--- src/hdl/vbps_pkg.sv ---
package vbps_pkg;

   // default sizes
   localparam int DEF_MAX_STATE      = 8;
   localparam int DEF_MAX_LAG        = 4;
   localparam int DEF_RESIDUAL_DEPTH = 1024;
   localparam int DEF_FRAC_BITS      = 16;

   // field widths fixed by the interface
   localparam int FUNC_W  = 3;
   localparam int LAGF_W  = 2;
   localparam int ROWF_W  = 10;
   localparam int VARF_W  = 3;
   localparam int VALUE_W = 32;
   localparam int CSR_IDX_W  = 2;
   localparam int CSR_DATA_W = 32;

   // function codes
   localparam logic [FUNC_W-1:0] FUNC_LOAD_COEF  = 3'd0;
   localparam logic [FUNC_W-1:0] FUNC_LOAD_ICPT  = 3'd1;
   localparam logic [FUNC_W-1:0] FUNC_LOAD_RESID = 3'd2;
   localparam logic [FUNC_W-1:0] FUNC_LOAD_START = 3'd3;
   localparam logic [FUNC_W-1:0] FUNC_RESTART    = 3'd4;
   localparam logic [FUNC_W-1:0] FUNC_STEP       = 3'd5;

   // register indexes
   localparam logic [CSR_IDX_W-1:0] CSR_STATE_COUNT    = 2'd0;
   localparam logic [CSR_IDX_W-1:0] CSR_LAG_COUNT      = 2'd1;
   localparam logic [CSR_IDX_W-1:0] CSR_RESIDUAL_COUNT = 2'd2;

   // commands from controller to datapath
   typedef struct packed {
      logic wr_coef;
      logic wr_icpt;
      logic wr_resid;
      logic wr_start;
      logic restart;
      logic step_start;
      logic issue;
      logic first;
      logic last;
      logic shift;
      logic emit_load;
      logic emit_last;
   } cmd_type;

   // status from datapath to controller
   typedef struct packed {
      logic out_free;
   } status_type;

endpackage

--- src/hdl/vbps_ctrl.sv ---
module vbps_ctrl #(
   parameter int MAX_STATE      = vbps_pkg::DEF_MAX_STATE,
   parameter int MAX_LAG        = vbps_pkg::DEF_MAX_LAG,
   parameter int RESIDUAL_DEPTH = vbps_pkg::DEF_RESIDUAL_DEPTH,
   parameter int SW = (MAX_STATE > 1) ? $clog2(MAX_STATE) : 1,
   parameter int LW = (MAX_LAG > 1) ? $clog2(MAX_LAG) : 1,
   parameter int RW = (RESIDUAL_DEPTH > 1) ? $clog2(RESIDUAL_DEPTH) : 1
) (
   input  logic                                clock,
   input  logic                                reset,
   input  logic                                req_valid,
   output logic                                req_stall,
   input  logic [vbps_pkg::FUNC_W-1:0]         req_func,
   input  logic                                csr_valid,
   output logic                                csr_ready,
   input  logic [vbps_pkg::CSR_IDX_W-1:0]      csr_index,
   input  logic [vbps_pkg::CSR_DATA_W-1:0]     csr_data,
   input  vbps_pkg::status_type                status,
   output vbps_pkg::cmd_type                   cmd,
   output logic [SW-1:0]                       j_idx,
   output logic [LW-1:0]                       l_idx,
   output logic [SW-1:0]                       i_idx,
   output logic [SW-1:0]                       nm1,
   output logic [LW-1:0]                       nlm1,
   output logic [RW-1:0]                       nrm1
);
   import vbps_pkg::*;

   localparam logic [2:0] ST_IDLE  = 3'd0;
   localparam logic [2:0] ST_MAC   = 3'd1;
   localparam logic [2:0] ST_DRAIN = 3'd2;
   localparam logic [2:0] ST_SHIFT = 3'd3;
   localparam logic [2:0] ST_EMIT  = 3'd4;

   logic [2:0]    state_ff, state_in;
   logic [3:0]    sc_ff, sc_in;
   logic [2:0]    lc_ff, lc_in;
   logic [10:0]   rc_ff, rc_in;
   logic [SW-1:0] j_ff, j_in, i_ff, i_in;
   logic [LW-1:0] l_ff, l_in;
   logic [1:0]    drain_ff, drain_in;
   logic          accept;
   logic [31:0]   sc_w, lc_w, rc_w, nm1_w, nlm1_w, nrm1_w;

   // clamped counts
   always_comb begin
      sc_w = 32'(sc_ff);
      lc_w = 32'(lc_ff);
      rc_w = 32'(rc_ff);
      if (sc_w == 32'd0) nm1_w = 32'd0;
      else if (sc_w > 32'(MAX_STATE)) nm1_w = 32'(MAX_STATE - 1);
      else nm1_w = sc_w - 32'd1;
      if (lc_w == 32'd0) nlm1_w = 32'd0;
      else if (lc_w > 32'(MAX_LAG)) nlm1_w = 32'(MAX_LAG - 1);
      else nlm1_w = lc_w - 32'd1;
      if (rc_w == 32'd0) nrm1_w = 32'd0;
      else if (rc_w > 32'(RESIDUAL_DEPTH)) nrm1_w = 32'(RESIDUAL_DEPTH - 1);
      else nrm1_w = rc_w - 32'd1;
   end

   assign nm1  = nm1_w[SW-1:0];
   assign nlm1 = nlm1_w[LW-1:0];
   assign nrm1 = nrm1_w[RW-1:0];

   assign req_stall = (state_ff != ST_IDLE);
   assign csr_ready = 1'b1;
   assign accept    = req_valid && !req_stall;
   assign j_idx     = j_ff;
   assign l_idx     = l_ff;
   assign i_idx     = i_ff;

   // configuration registers
   always_comb begin
      sc_in = sc_ff;
      lc_in = lc_ff;
      rc_in = rc_ff;
      if (csr_valid && csr_ready) begin
         case (csr_index)
            CSR_STATE_COUNT:    sc_in = csr_data[3:0];
            CSR_LAG_COUNT:      lc_in = csr_data[2:0];
            CSR_RESIDUAL_COUNT: rc_in = csr_data[10:0];
            default: ;
         endcase
      end
   end

   // sequencer
   always_comb begin
      state_in = state_ff;
      j_in     = j_ff;
      l_in     = l_ff;
      i_in     = i_ff;
      drain_in = drain_ff;
      cmd      = '0;
      case (state_ff)
         ST_IDLE: begin
            if (accept) begin
               cmd.wr_coef  = (req_func == FUNC_LOAD_COEF);
               cmd.wr_icpt  = (req_func == FUNC_LOAD_ICPT);
               cmd.wr_resid = (req_func == FUNC_LOAD_RESID);
               cmd.wr_start = (req_func == FUNC_LOAD_START);
               cmd.restart  = (req_func == FUNC_RESTART);
               if (req_func == FUNC_STEP) begin
                  cmd.step_start = 1'b1;
                  j_in     = '0;
                  l_in     = '0;
                  i_in     = '0;
                  state_in = ST_MAC;
               end
            end
         end
         ST_MAC: begin
            cmd.issue = 1'b1;
            cmd.first = (l_ff == '0) && (i_ff == '0);
            cmd.last  = (l_ff == nlm1) && (i_ff == nm1);
            if (i_ff != nm1) begin
               i_in = i_ff + 1'b1;
            end else begin
               i_in = '0;
               if (l_ff != nlm1) begin
                  l_in = l_ff + 1'b1;
               end else begin
                  l_in = '0;
                  if (j_ff != nm1) begin
                     j_in = j_ff + 1'b1;
                  end else begin
                     drain_in = 2'd2;
                     state_in = ST_DRAIN;
                  end
               end
            end
         end
         ST_DRAIN: begin
            if (drain_ff == 2'd0) state_in = ST_SHIFT;
            else drain_in = drain_ff - 2'd1;
         end
         ST_SHIFT: begin
            cmd.shift = 1'b1;
            j_in      = '0;
            state_in  = ST_EMIT;
         end
         ST_EMIT: begin
            if (status.out_free) begin
               cmd.emit_load = 1'b1;
               cmd.emit_last = (j_ff == nm1);
               if (j_ff == nm1) state_in = ST_IDLE;
               else j_in = j_ff + 1'b1;
            end
         end
         default: state_in = ST_IDLE;
      endcase
   end

   always_ff @(posedge clock) begin
      if (reset) begin
         state_ff <= ST_IDLE;
         sc_ff    <= 4'd1;
         lc_ff    <= 3'd1;
         rc_ff    <= 11'd1;
         drain_ff <= '0;
         j_ff     <= '0;
         l_ff     <= '0;
         i_ff     <= '0;
      end else begin
         state_ff <= state_in;
         sc_ff    <= sc_in;
         lc_ff    <= lc_in;
         rc_ff    <= rc_in;
         drain_ff <= drain_in;
         j_ff     <= j_in;
         l_ff     <= l_in;
         i_ff     <= i_in;
      end
   end

endmodule

--- config.mk ---
export PLATFORM = sky130hd
export DESIGN_NAME = vbps_ctrl
export DESIGN_NICKNAME = d
export VERILOG_FILES = /design/src/hdl/vbps_pkg.sv /design/src/hdl/vbps_ctrl.sv
export SDC_FILE = /design/constraint.sdc
export NUM_CORES = 1
export LEC_CHECK = 0
export BUFFER_PORTS_ARGS = -buffer_cell sky130_fd_sc_hd__clkbuf_2
export CORE_ASPECT_RATIO = 1.4
export CORE_MARGIN = 4
export CORE_UTILIZATION = 50
export DETAILED_ROUTE_END_ITERATION = 10
export PLACE_DENSITY = 0.8
export SETUP_SLACK_MARGIN = 0.2
export SYNTH_ARGS = -nofsm -noshare
export SYNTH_HDL_FRONTEND = slang
export SYNTH_SLANG_ARGS = --single-unit
--- constraint.sdc ---
create_clock -name clock -period 3.1 [get_ports clock]
set_input_delay 0.62 -clock clock [delete_from_list [all_inputs] [get_ports clock]]
set_output_delay 0.62 -clock clock [all_outputs]
set_load 0.01 [all_outputs]
==> flow_summary.toml, run 1 <==
[outcome]
status = "finished clean"

[synthesis]
synth_compound_area_share_pct = 18.9
syn_area_per_cell_um2 = 7.95
ys_seq_area_share_pct = 28.4
synth_fp_nets = 325
netlist_instances = 275
synth_top_family_by_area = "simple AND/OR/NAND/NOR gates"
synth_edf_count = 0
synth.ff_latch_count = 31
yosys.area_share.simple_pct = 28.6
synth-xor-area-share_pct = 3.60
synthMuxAreaShare_pct = 7.89
synth_fa_ha_area_share_pct = 6.86
synthTopCellsByCount = "nor2_1 (36), dfxtp_1 (31), inv_1 (20), nand2_1 (20), mux2i_1 (15)"
ys_types = 57
ys.flop_type = "dfxtp_1"
yosysMostFrequentCell = "nor2_1"
syn_area_um2 = 2190
yosys-top-cells-area = "dfxtp_1 (28%), mux2i_1 (6.9%), nor2_1 (6.2%)"
synth_top_area_share_pct = 28.4
synth_top_area_cell = "dfxtp_1"
async_flop_share_pct = 0
yosysWarnings = 0

[timing]
rsz0062_at_grt = "yes"
setup_viol = 0
finClkSkew_ns = 0.0102
finalCritPeriodShare_pct = 91.1
worst_pin_slew_ns = 0.830
hold_viol_final = 0
period_needed_ns = 2.83
setup_ws_ns = 0.274
finalSetupTns_ns = 0
maxSlewViolCount = 0
fmax_ghz = 0.354
slew_headroom_pct = 44.5

[power]
intPower_mw = 0.788
p_switching_mw = 0.405
switching_share_pct = 34.0
peakVddDrop_mv = 0.312
power.density_nw_per_um2 = 439
seqPwrFrac_pct = 38.4
power.share.clock_pct = 29.8
power_frac_comb_pct = 31.9
p_leak_nw = 1.28
total_power_mw = 1.19

[floorplan]
die_w_um = 63.9
dieArea_um2 = 5510
rows = 28
start_util_pct = 51.6
ioPinCount = 79
core_um2 = 4240
die_h_um = 86.3

[global_route]
grt_antenna_before_repair = 0
grtUsageTotal_pct = 19.2
grt_pass1_vias = 1963
overflow = 0
grt_pass1_wl_um = 8490
grt_max_degree = 35

[worst_setup_path]
path_max_fanout = 6
slowest_stage = "a2111oi_4"
r2r_start = "lc_ff[0]"
cpMostUsedCell = "a2111oi_4"
cp.required_ns = 2.48
path_class = "flop to output port"
cp-start-kind = "flop"
cp.depth = 7
endpoint_kind = "output port"
arrival_ns = 2.21
cp-endpoint = "cmd[3]"
r2r_end = "j_idx[1]"
path_cells = "inv_4, ha_4, or3b_4, a2111oi_4, a2111oi_4, nor3b_2, buf_2"
path_delay_family = "simple AND/OR/NAND/NOR gates"
r2r_setup_slack_ns = 0.56
cpPeakStageDelay_ns = 0.41
crit_start = "lc_ff[0]"
cp_num_buf_inv = 2
reg2regPathDepth = 10

[placement]
pre_cts_ws_ns = 0.310
dpl.hpwl_um = 3740
portBuffers = 56
placedCellCount = 381
place_congestion = 0.767

[routing]
dr_wl_met2_um = 2670
first_pass_iters = 4
dr_wl_met3_um = 303
vias = 2098
drc_errors = 0
viasPerCell = 5.32
ant_nets = 0
top_layer = "met4"
totalWireLength_um = 5160
wire_per_inst_um = 13.1
wl_met1_um = 2100
drtIter0Drc = 64

[run]
drv_cap = 0

[cts]
clock-sinks = 31
cts_tree = "built"
cts.clk_slew.worst_paths_ns = 0.07
h-tree-depth = 2
cts_buffer_depth = 2
root_buffer = "clkbuf_8"
clock_latency_ns = 0.29
cts_buffers = 5

[min_path]
holdCritStartpoint = "drain_ff[1]"
holdCritPathClass = "flop to flop"

[cells_and_area]
antenna_cells = 0
fin_cells = 394
nNetsFinal = 383
syn2layout_area_growth_pct = 24.3
drive_gt1_share_pct = 27.5
kinds of logic after synthesis:
family                     Yosys count
DFF                                 31
AOI/OAI and AO/OA                   55
adders and majority gates           13
and+or+nand+nor                    118
muxes                               17
xor gates and xnor gates             9
other                                1
buffers and inverters               31
through the flow:
stage	hold WS (ns)	cell area (um^2)	utilization (%)
global placement	0.446	2500	59.1
CTS	0.472	2650	62.5
global route	0.483	2720	64.1
detailed placement	0.456	2500	59.1
floorplan	0.440	2190	-
finish	0.477	2720	64.1
power by group through the flow:
stage	sequential, mW	clock (mW)	combinational (mW)
floorplan	0.447	0	0.268
global placement	0.465	0	0.353
detailed placement	0.465	0	0.360
CTS	0.457	0.362	0.375
global route	0.462	0.382	0.423
finish	0.458	0.355	0.380
registers in the layout, summed over array words and instances, names as in the netlist:
| register | cells |
|---|---|
| rc_ff | 11 |
| i_idx | 3 |
| l_idx | 2 |
| state_ff | 3 |
| sc_ff | 4 |
| drain_ff | 2 |
| j_idx | 3 |
| lc_ff | 3 |
worst min path at each step:
| stage | endpoint | slack, ns | cells past startpoint |
|---|---|---|---|
| floorplan | drain_ff[1] | 0.44 | 1 |
| global placement | drain_ff[1] | 0.45 | 1 |
| detailed placement | drain_ff[1] | 0.46 | 1 |
| CTS | drain_ff[1] | 0.47 | 1 |
| global route | drain_ff[1] | 0.48 | 1 |
| finish | drain_ff[1] | 0.48 | 1 |
cell usage in the layout, fill, tap and decap left out, types with 3 or more instances in the layout:
master / n
a21oi_1: 11
nand2_1: 20
buf_4: 6
inv_1: 18
clkbuf_2: 54
nor3_1: 13
mux2i_1: 15
a211o_1: 3
maj3_1: 5
a21o_1: 5
o21ai_0: 12
nand4_1: 3
xor2_1: 3
nand3_1: 3
nand3b_1: 4
nand2b_1: 12
xnor2_1: 6
dfxtp_1: 29
ha_1: 6
clkbuf_8: 7
nor3b_1: 3
nor4b_1: 3
nor2_1: 36
layer usage:
metal | GRT usage [%] | vias up
met5 | 0 | -
met4 | 8.25 | 0
met3 | 4.80 | 7
met2 | 35.9 | 48
met1 | 19.8 | 951
li1 | - | 1092
final cells by class:
class	instances	area (um^2)
Clock buffer	8	100
Sequential cell	31	628
Timing Repair Buffer	62	325
Fill cell	397	1520
Multi-Input combinational cell	213	1510
Tap cell	60	75.1
Inverter	20	77.6
what timing repair did:
action | CTS | global route
hold buffers | 0 | 0
setup buffers | 1 | 4
gates resized for setup | 6 | 13
pin swaps | 1 | 7
setup endpoints to repair | 6 | 7
hold endpoints to repair | 0 | 0
cloned | 0 | 0
Note: power is estimated with default switching activity, not from simulation.
==> run 2: changes to the inputs <==
--- a/config.mk
+++ b/config.mk
@@ -10,6 +10,7 @@
 export CORE_MARGIN = 4
 export CORE_UTILIZATION = 50
 export DETAILED_ROUTE_END_ITERATION = 10
+export GPL_TIMING_DRIVEN = 0
 export PLACE_DENSITY = 0.8
 export SETUP_SLACK_MARGIN = 0.2
 export SYNTH_ARGS = -nofsm -noshare
==> flow_summary.toml, run 2 (same netlist as run 1, synthesis figures left out) <==
[outcome]
status = "finished clean"

[timing]
hold_ws_ns = 0.469
finalSetupTns_ns = 0
worst_pin_slew_ns = 0.838
setup_viol = 0
period_needed_ns = 2.84
slew_headroom_pct = 44.0
fmax_ghz = 0.352
hold_viol_final = 0
rsz0062_at_grt = "yes"
finalCritPeriodShare_pct = 91.7
finClkSkew_ns = 0.0117
maxSlewViolCount = 0

[global_route]
grt_max_degree = 11
grt_antenna_before_repair = 0
grt_pass1_wl_um = 9260
overflow = 0
grtUsageTotal_pct = 20.7
grt_pass1_vias = 2065

[cells_and_area]
final_common_cell = "clkbuf_2"
largestRegisters = "rc_ff: 11 flops, sc_ff: 4 flops"
nNetsFinal = 394
drive_gt1_share_pct = 28.1
mostFrequentLayoutCells = "clkbuf_2 (56), nor2_1 (36), dfxtp_1 (29)"
top_register = "rc_ff"
largest_reg_flops = 11
antenna_cells = 0
syn2layout_area_growth_pct = 27.6
final_area_um2 = 2790

[worst_setup_path]
crit_start = "lc_ff[0]"
arrival_ns = 2.22
path_class = "flop to output port"
cp.required_ns = 2.48
cp-start-kind = "flop"
path_max_fanout = 6
endpoint_kind = "output port"
reg2regPathDepth = 10
r2r_start = "lc_ff[0]"

[routing]
totalWireLength_um = 5410
top_layer = "met4"
ant_nets = 0
drtIter0Drc = 54
wire_per_inst_um = 13.4
wl_met1_um = 2160
first_pass_iters = 4
dr_wl_met3_um = 277
drc_errors = 0
dr_wl_met2_um = 2880
viasPerCell = 5.37
vias = 2175

[floorplan]
rows = 28
start_util_pct = 51.6
ioPinCount = 79
die_w_um = 63.9
die_h_um = 86.3
core_um2 = 4240
dieArea_um2 = 5510

[cts]
cts.clk_slew.worst_paths_ns = 0.06
clock-sinks = 31
clock_latency_ns = 0.29
hold_buffers = 0
cts_buffers = 5
root_buffer = "clkbuf_8"
cts_buffer_depth = 2
cts_tree = "built"
h-tree-depth = 2

[power]
peakVddDrop_mv = 0.394
p_leak_nw = 1.32
seqPwrFrac_pct = 34.5
power.share.clock_pct = 32.5
switching_share_pct = 33.1
power_frac_comb_pct = 33.0
p_switching_mw = 0.426
power.density_nw_per_um2 = 461
total_power_mw = 1.29
intPower_mw = 0.861

[run]
drv_cap = 0

[placement]
place_congestion = 0.807
dpl.hpwl_um = 4020
place_area_um2 = 2540
portBuffers = 56

[min_path]
holdCritStartpoint = "drain_ff[1]"
holdCritPathClass = "flop to flop"
hold_depth = 1
[run 2: critical path, cell delays in order, from the launching register on]
cell and delay, ns:
dfxtp_4 0.37, inv_4 0.05, ha_4 0.25, or3b_4 0.38, a2111oi_4 0.41, a2111oi_4 0.08, nor3b_4 0.23, buf_2 0.17
[run 2: per-layer routing]
metal  up-vias  track usage (%)
met3         9             5.32
li1       1112                -
met4         0             8.45
met2        54             37.9
met5         -                0
met1      1000             22.2
[run 2: cell type report]
| class | count | area [um^2] |
|---|---|---|
| multi-input combinational | 213 | 1520 |
| sequential | 31 | 626 |
| fill | 374 | 1450 |
| inverter | 20 | 77.6 |
| buffer | 11 | 47.5 |
| tap | 60 | 75.1 |
| timing repair buffer | 62 | 325 |
| clock inverter | 2 | 35.0 |
| clock buffer | 6 | 82.6 |
[run 2: per-stage QoR]
stage	worst slack (ns)	std cells	util (%)
after floorplan	0.540	275	-
after global placement	0.284	391	60.0
after detailed placement	0.269	391	60.0
after CTS	0.217	402	64.6
after global routing	0.168	405	65.9
final	0.257	405	65.9
[run 2: path summary, 6_finish.rpt]
| path | to | slack, ns |
|---|---|---|
| worst max-delay path | cmd[3] | 0.26 |
| worst min register to register | drain_ff[1] | 0.47 |
| worst min-delay path | drain_ff[1] | 0.47 |
| worst max register to register | j_idx[1] | 0.51 |
[run 2: power groups by stage]
stage                     Combinational (mW)  Clock (mW)  Sequential [mW]
after floorplan                        0.268           0            0.447
after global placement                 0.371           0            0.450
after detailed placement               0.378           0            0.451
after CTS                              0.402       0.422            0.443
after global routing                   0.477       0.445            0.446
final                                  0.424       0.418            0.444
[run 2: what timing repair did]
| action | in CTS | in global routing |
|---|---|---|
| setup endpoints to repair | 11 | 5 |
| setup buffers | 3 | 3 |
| resized for setup | 10 | 11 |
| pin swaps | 3 | 7 |
==> run 3: changes to the inputs <==
--- a/config.mk
+++ b/config.mk
@@ -8,10 +8,10 @@
 export BUFFER_PORTS_ARGS = -buffer_cell sky130_fd_sc_hd__clkbuf_2
 export CORE_ASPECT_RATIO = 1.4
 export CORE_MARGIN = 4
-export CORE_UTILIZATION = 50
+export CORE_UTILIZATION = 30
 export DETAILED_ROUTE_END_ITERATION = 10
 export GPL_TIMING_DRIVEN = 0
-export PLACE_DENSITY = 0.8
+export REMOVE_ABC_BUFFERS = 1
 export SETUP_SLACK_MARGIN = 0.2
 export SYNTH_ARGS = -nofsm -noshare
 export SYNTH_HDL_FRONTEND = slang
==> constraint.sdc (replaced) <==
create_clock -name clock -period 3.1 [get_ports clock]
set_input_delay 0.62 -clock clock [delete_from_list [all_inputs] [get_ports clock]]
set_output_delay 0.62 -clock clock [all_outputs]
set_load 0.02 [all_outputs]
==> flow_summary.toml, run 3 (same netlist as run 1, synthesis figures left out) <==
[outcome]
status = "finished clean"

[cts]
hold_buffers = 0
cts.clk_slew.worst_paths_ns = 0.07
cts_tree = "built"
cts_buffers = 5
cts_buffer_depth = 2
root_buffer = "clkbuf_8"
clock-sinks = 31
clock_latency_ns = 0.28
h-tree-depth = 2

[power]
power.density_nw_per_um2 = 434
p_leak_nw = 1.27
power.share.clock_pct = 26.0
p_switching_mw = 0.443
total_power_mw = 1.19
seqPwrFrac_pct = 38.5
power_frac_comb_pct = 35.5
peakVddDrop_mv = 0.272
switching_share_pct = 37.2
intPower_mw = 0.748

[worst_setup_path]
cpMostUsedCell = "a2111oi_4"
cp-endpoint = "cmd[3]"
cpPeakStageDelay_ns = 0.41
path_cells = "inv_2, ha_4, or3b_4, a2111oi_4, a2111oi_4, nor3b_4, buf_6"
arrival_ns = 2.20
r2r_end = "j_idx[2]"
cp-start-kind = "flop"
endpoint_kind = "output port"
path_delay_family = "simple AND/OR/NAND/NOR gates"
reg2regPathDepth = 10
path_class = "flop to output port"
slowest_stage = "a2111oi_4"
cp.required_ns = 2.48
crit_start = "lc_ff[1]"
path_max_fanout = 6
r2r_start = "sc_ff[0]"
r2r_setup_slack_ns = 0.63
cp_num_buf_inv = 2
cp.depth = 7

[cells_and_area]
mostFrequentLayoutCells = "clkbuf_2 (55), nor2_1 (36), dfxtp_1 (28)"
nNetsFinal = 381
final_common_cell = "clkbuf_2"
largest_reg_flops = 11
top_register = "rc_ff"
antenna_cells = 0
syn2layout_area_growth_pct = 25.3
largestRegisters = "rc_ff: 11 flops, sc_ff: 4 flops"
drive_gt1_share_pct = 28.3
fin_cells = 427

[placement]
pre_cts_ws_ns = 0.188
place_congestion = 0.842
placedCellCount = 415
portBuffers = 56
dpl.hpwl_um = 4020

[timing]
period_needed_ns = 2.82
maxSlewViolCount = 0
worst_pin_slew_ns = 0.931
fmax_ghz = 0.354
finClkSkew_ns = 0.00509
hold_viol_final = 0
setup_ws_ns = 0.275
finalSetupTns_ns = 0
setup_viol = 0
slew_headroom_pct = 37.8
finalCritPeriodShare_pct = 91.1
rsz0062_at_grt = "yes"

[routing]
drc_errors = 0
ant_nets = 0
vias = 2136
viasPerCell = 5.00
drtIter0Drc = 85
first_pass_iters = 4
wire_per_inst_um = 12.5
totalWireLength_um = 5330

[min_path]
hold_depth = 1
holdCritPathClass = "flop to flop"

[global_route]
grt_pass1_wl_um = 8930
grtUsageTotal_pct = 12.6
grt_max_degree = 35
grt_pass1_vias = 1971
overflow = 0
grt_antenna_before_repair = 0

[floorplan]
core_um2 = 7030
die_h_um = 109
ioPinCount = 79
start_util_pct = 31.1
die_w_um = 80.2
dieArea_um2 = 8740
rows = 36

[run]
drv_cap = 0
[run 3: changes by cell type in the layout (fill, tap and decap cells not counted), moves of 2 or more]
cell      previous run  this run
buf_2                2         0
clkbuf_1             7         2
dfxtp_2              1         3
buf_4                7         4
[run 3: how the worst min path moves through the flow]
stage,start,end
global placement,drain_ff[1],drain_ff[1]
CTS,drain_ff[1],drain_ff[1]
finish,drain_ff[1],drain_ff[1]
floorplan,drain_ff[1],drain_ff[1]
detailed placement,drain_ff[1],drain_ff[1]
global route,drain_ff[1],drain_ff[1]
[run 3: worst reg2reg max path: stages, from the launching register on]
cell      delay [ns]
dfxtp_2         0.37
inv_2           0.08
ha_4            0.18
and2b_1         0.31
nor3_1          0.07
o31a_1          0.30
o21a_2          0.22
buf_4           0.15
o21ai_2         0.26
and4b_1         0.28
o211ai_1        0.18
[run 3: cell type report]
| type | count | area [um^2] |
|---|---|---|
| well taps | 95 | 119 |
| multi-input cells | 213 | 1520 |
| fillers | 763 | 4290 |
| flip-flops and latches | 31 | 624 |
| inverters | 20 | 77.6 |
| clock inverters | 1 | 5.00 |
| repair buffers | 60 | 317 |
| clock buffers | 7 | 76.3 |
[run 3: repair_timing]
action                                  CTS  global route
gates resized for setup                  10            13
gates cloned                              0             0
endpoints found under the setup margin    5             7
setup buffers                             3             1
pin swaps                                 3             7
[run 3: layer usage]
layer  global-route usage [%]  routed length, um
met1                     16.1               2410
met2                     20.9               2560
met3                     3.22                301
met4                     3.38                 57
met5                        0                  0
[run 3: stage by stage]
stage                     hold slack [ns]  util [%]  cell area (um^2)
final                               0.467      39.0              2740
after global routing                0.478      39.0              2740
after CTS                           0.469      38.2              2690
after detailed placement            0.454      36.1              2540
after global placement              0.451      36.1              2540
after floorplan                     0.440         -              2140
[run 3: power by group through the flow]
stage | registers (mW) | logic [mW] | clock network, mW
after CTS | 0.457 | 0.413 | 0.321
after detailed placement | 0.466 | 0.393 | 0
after global placement | 0.465 | 0.389 | 0
after global routing | 0.464 | 0.467 | 0.343
final | 0.459 | 0.422 | 0.309
after floorplan | 0.460 | 0.278 | 0
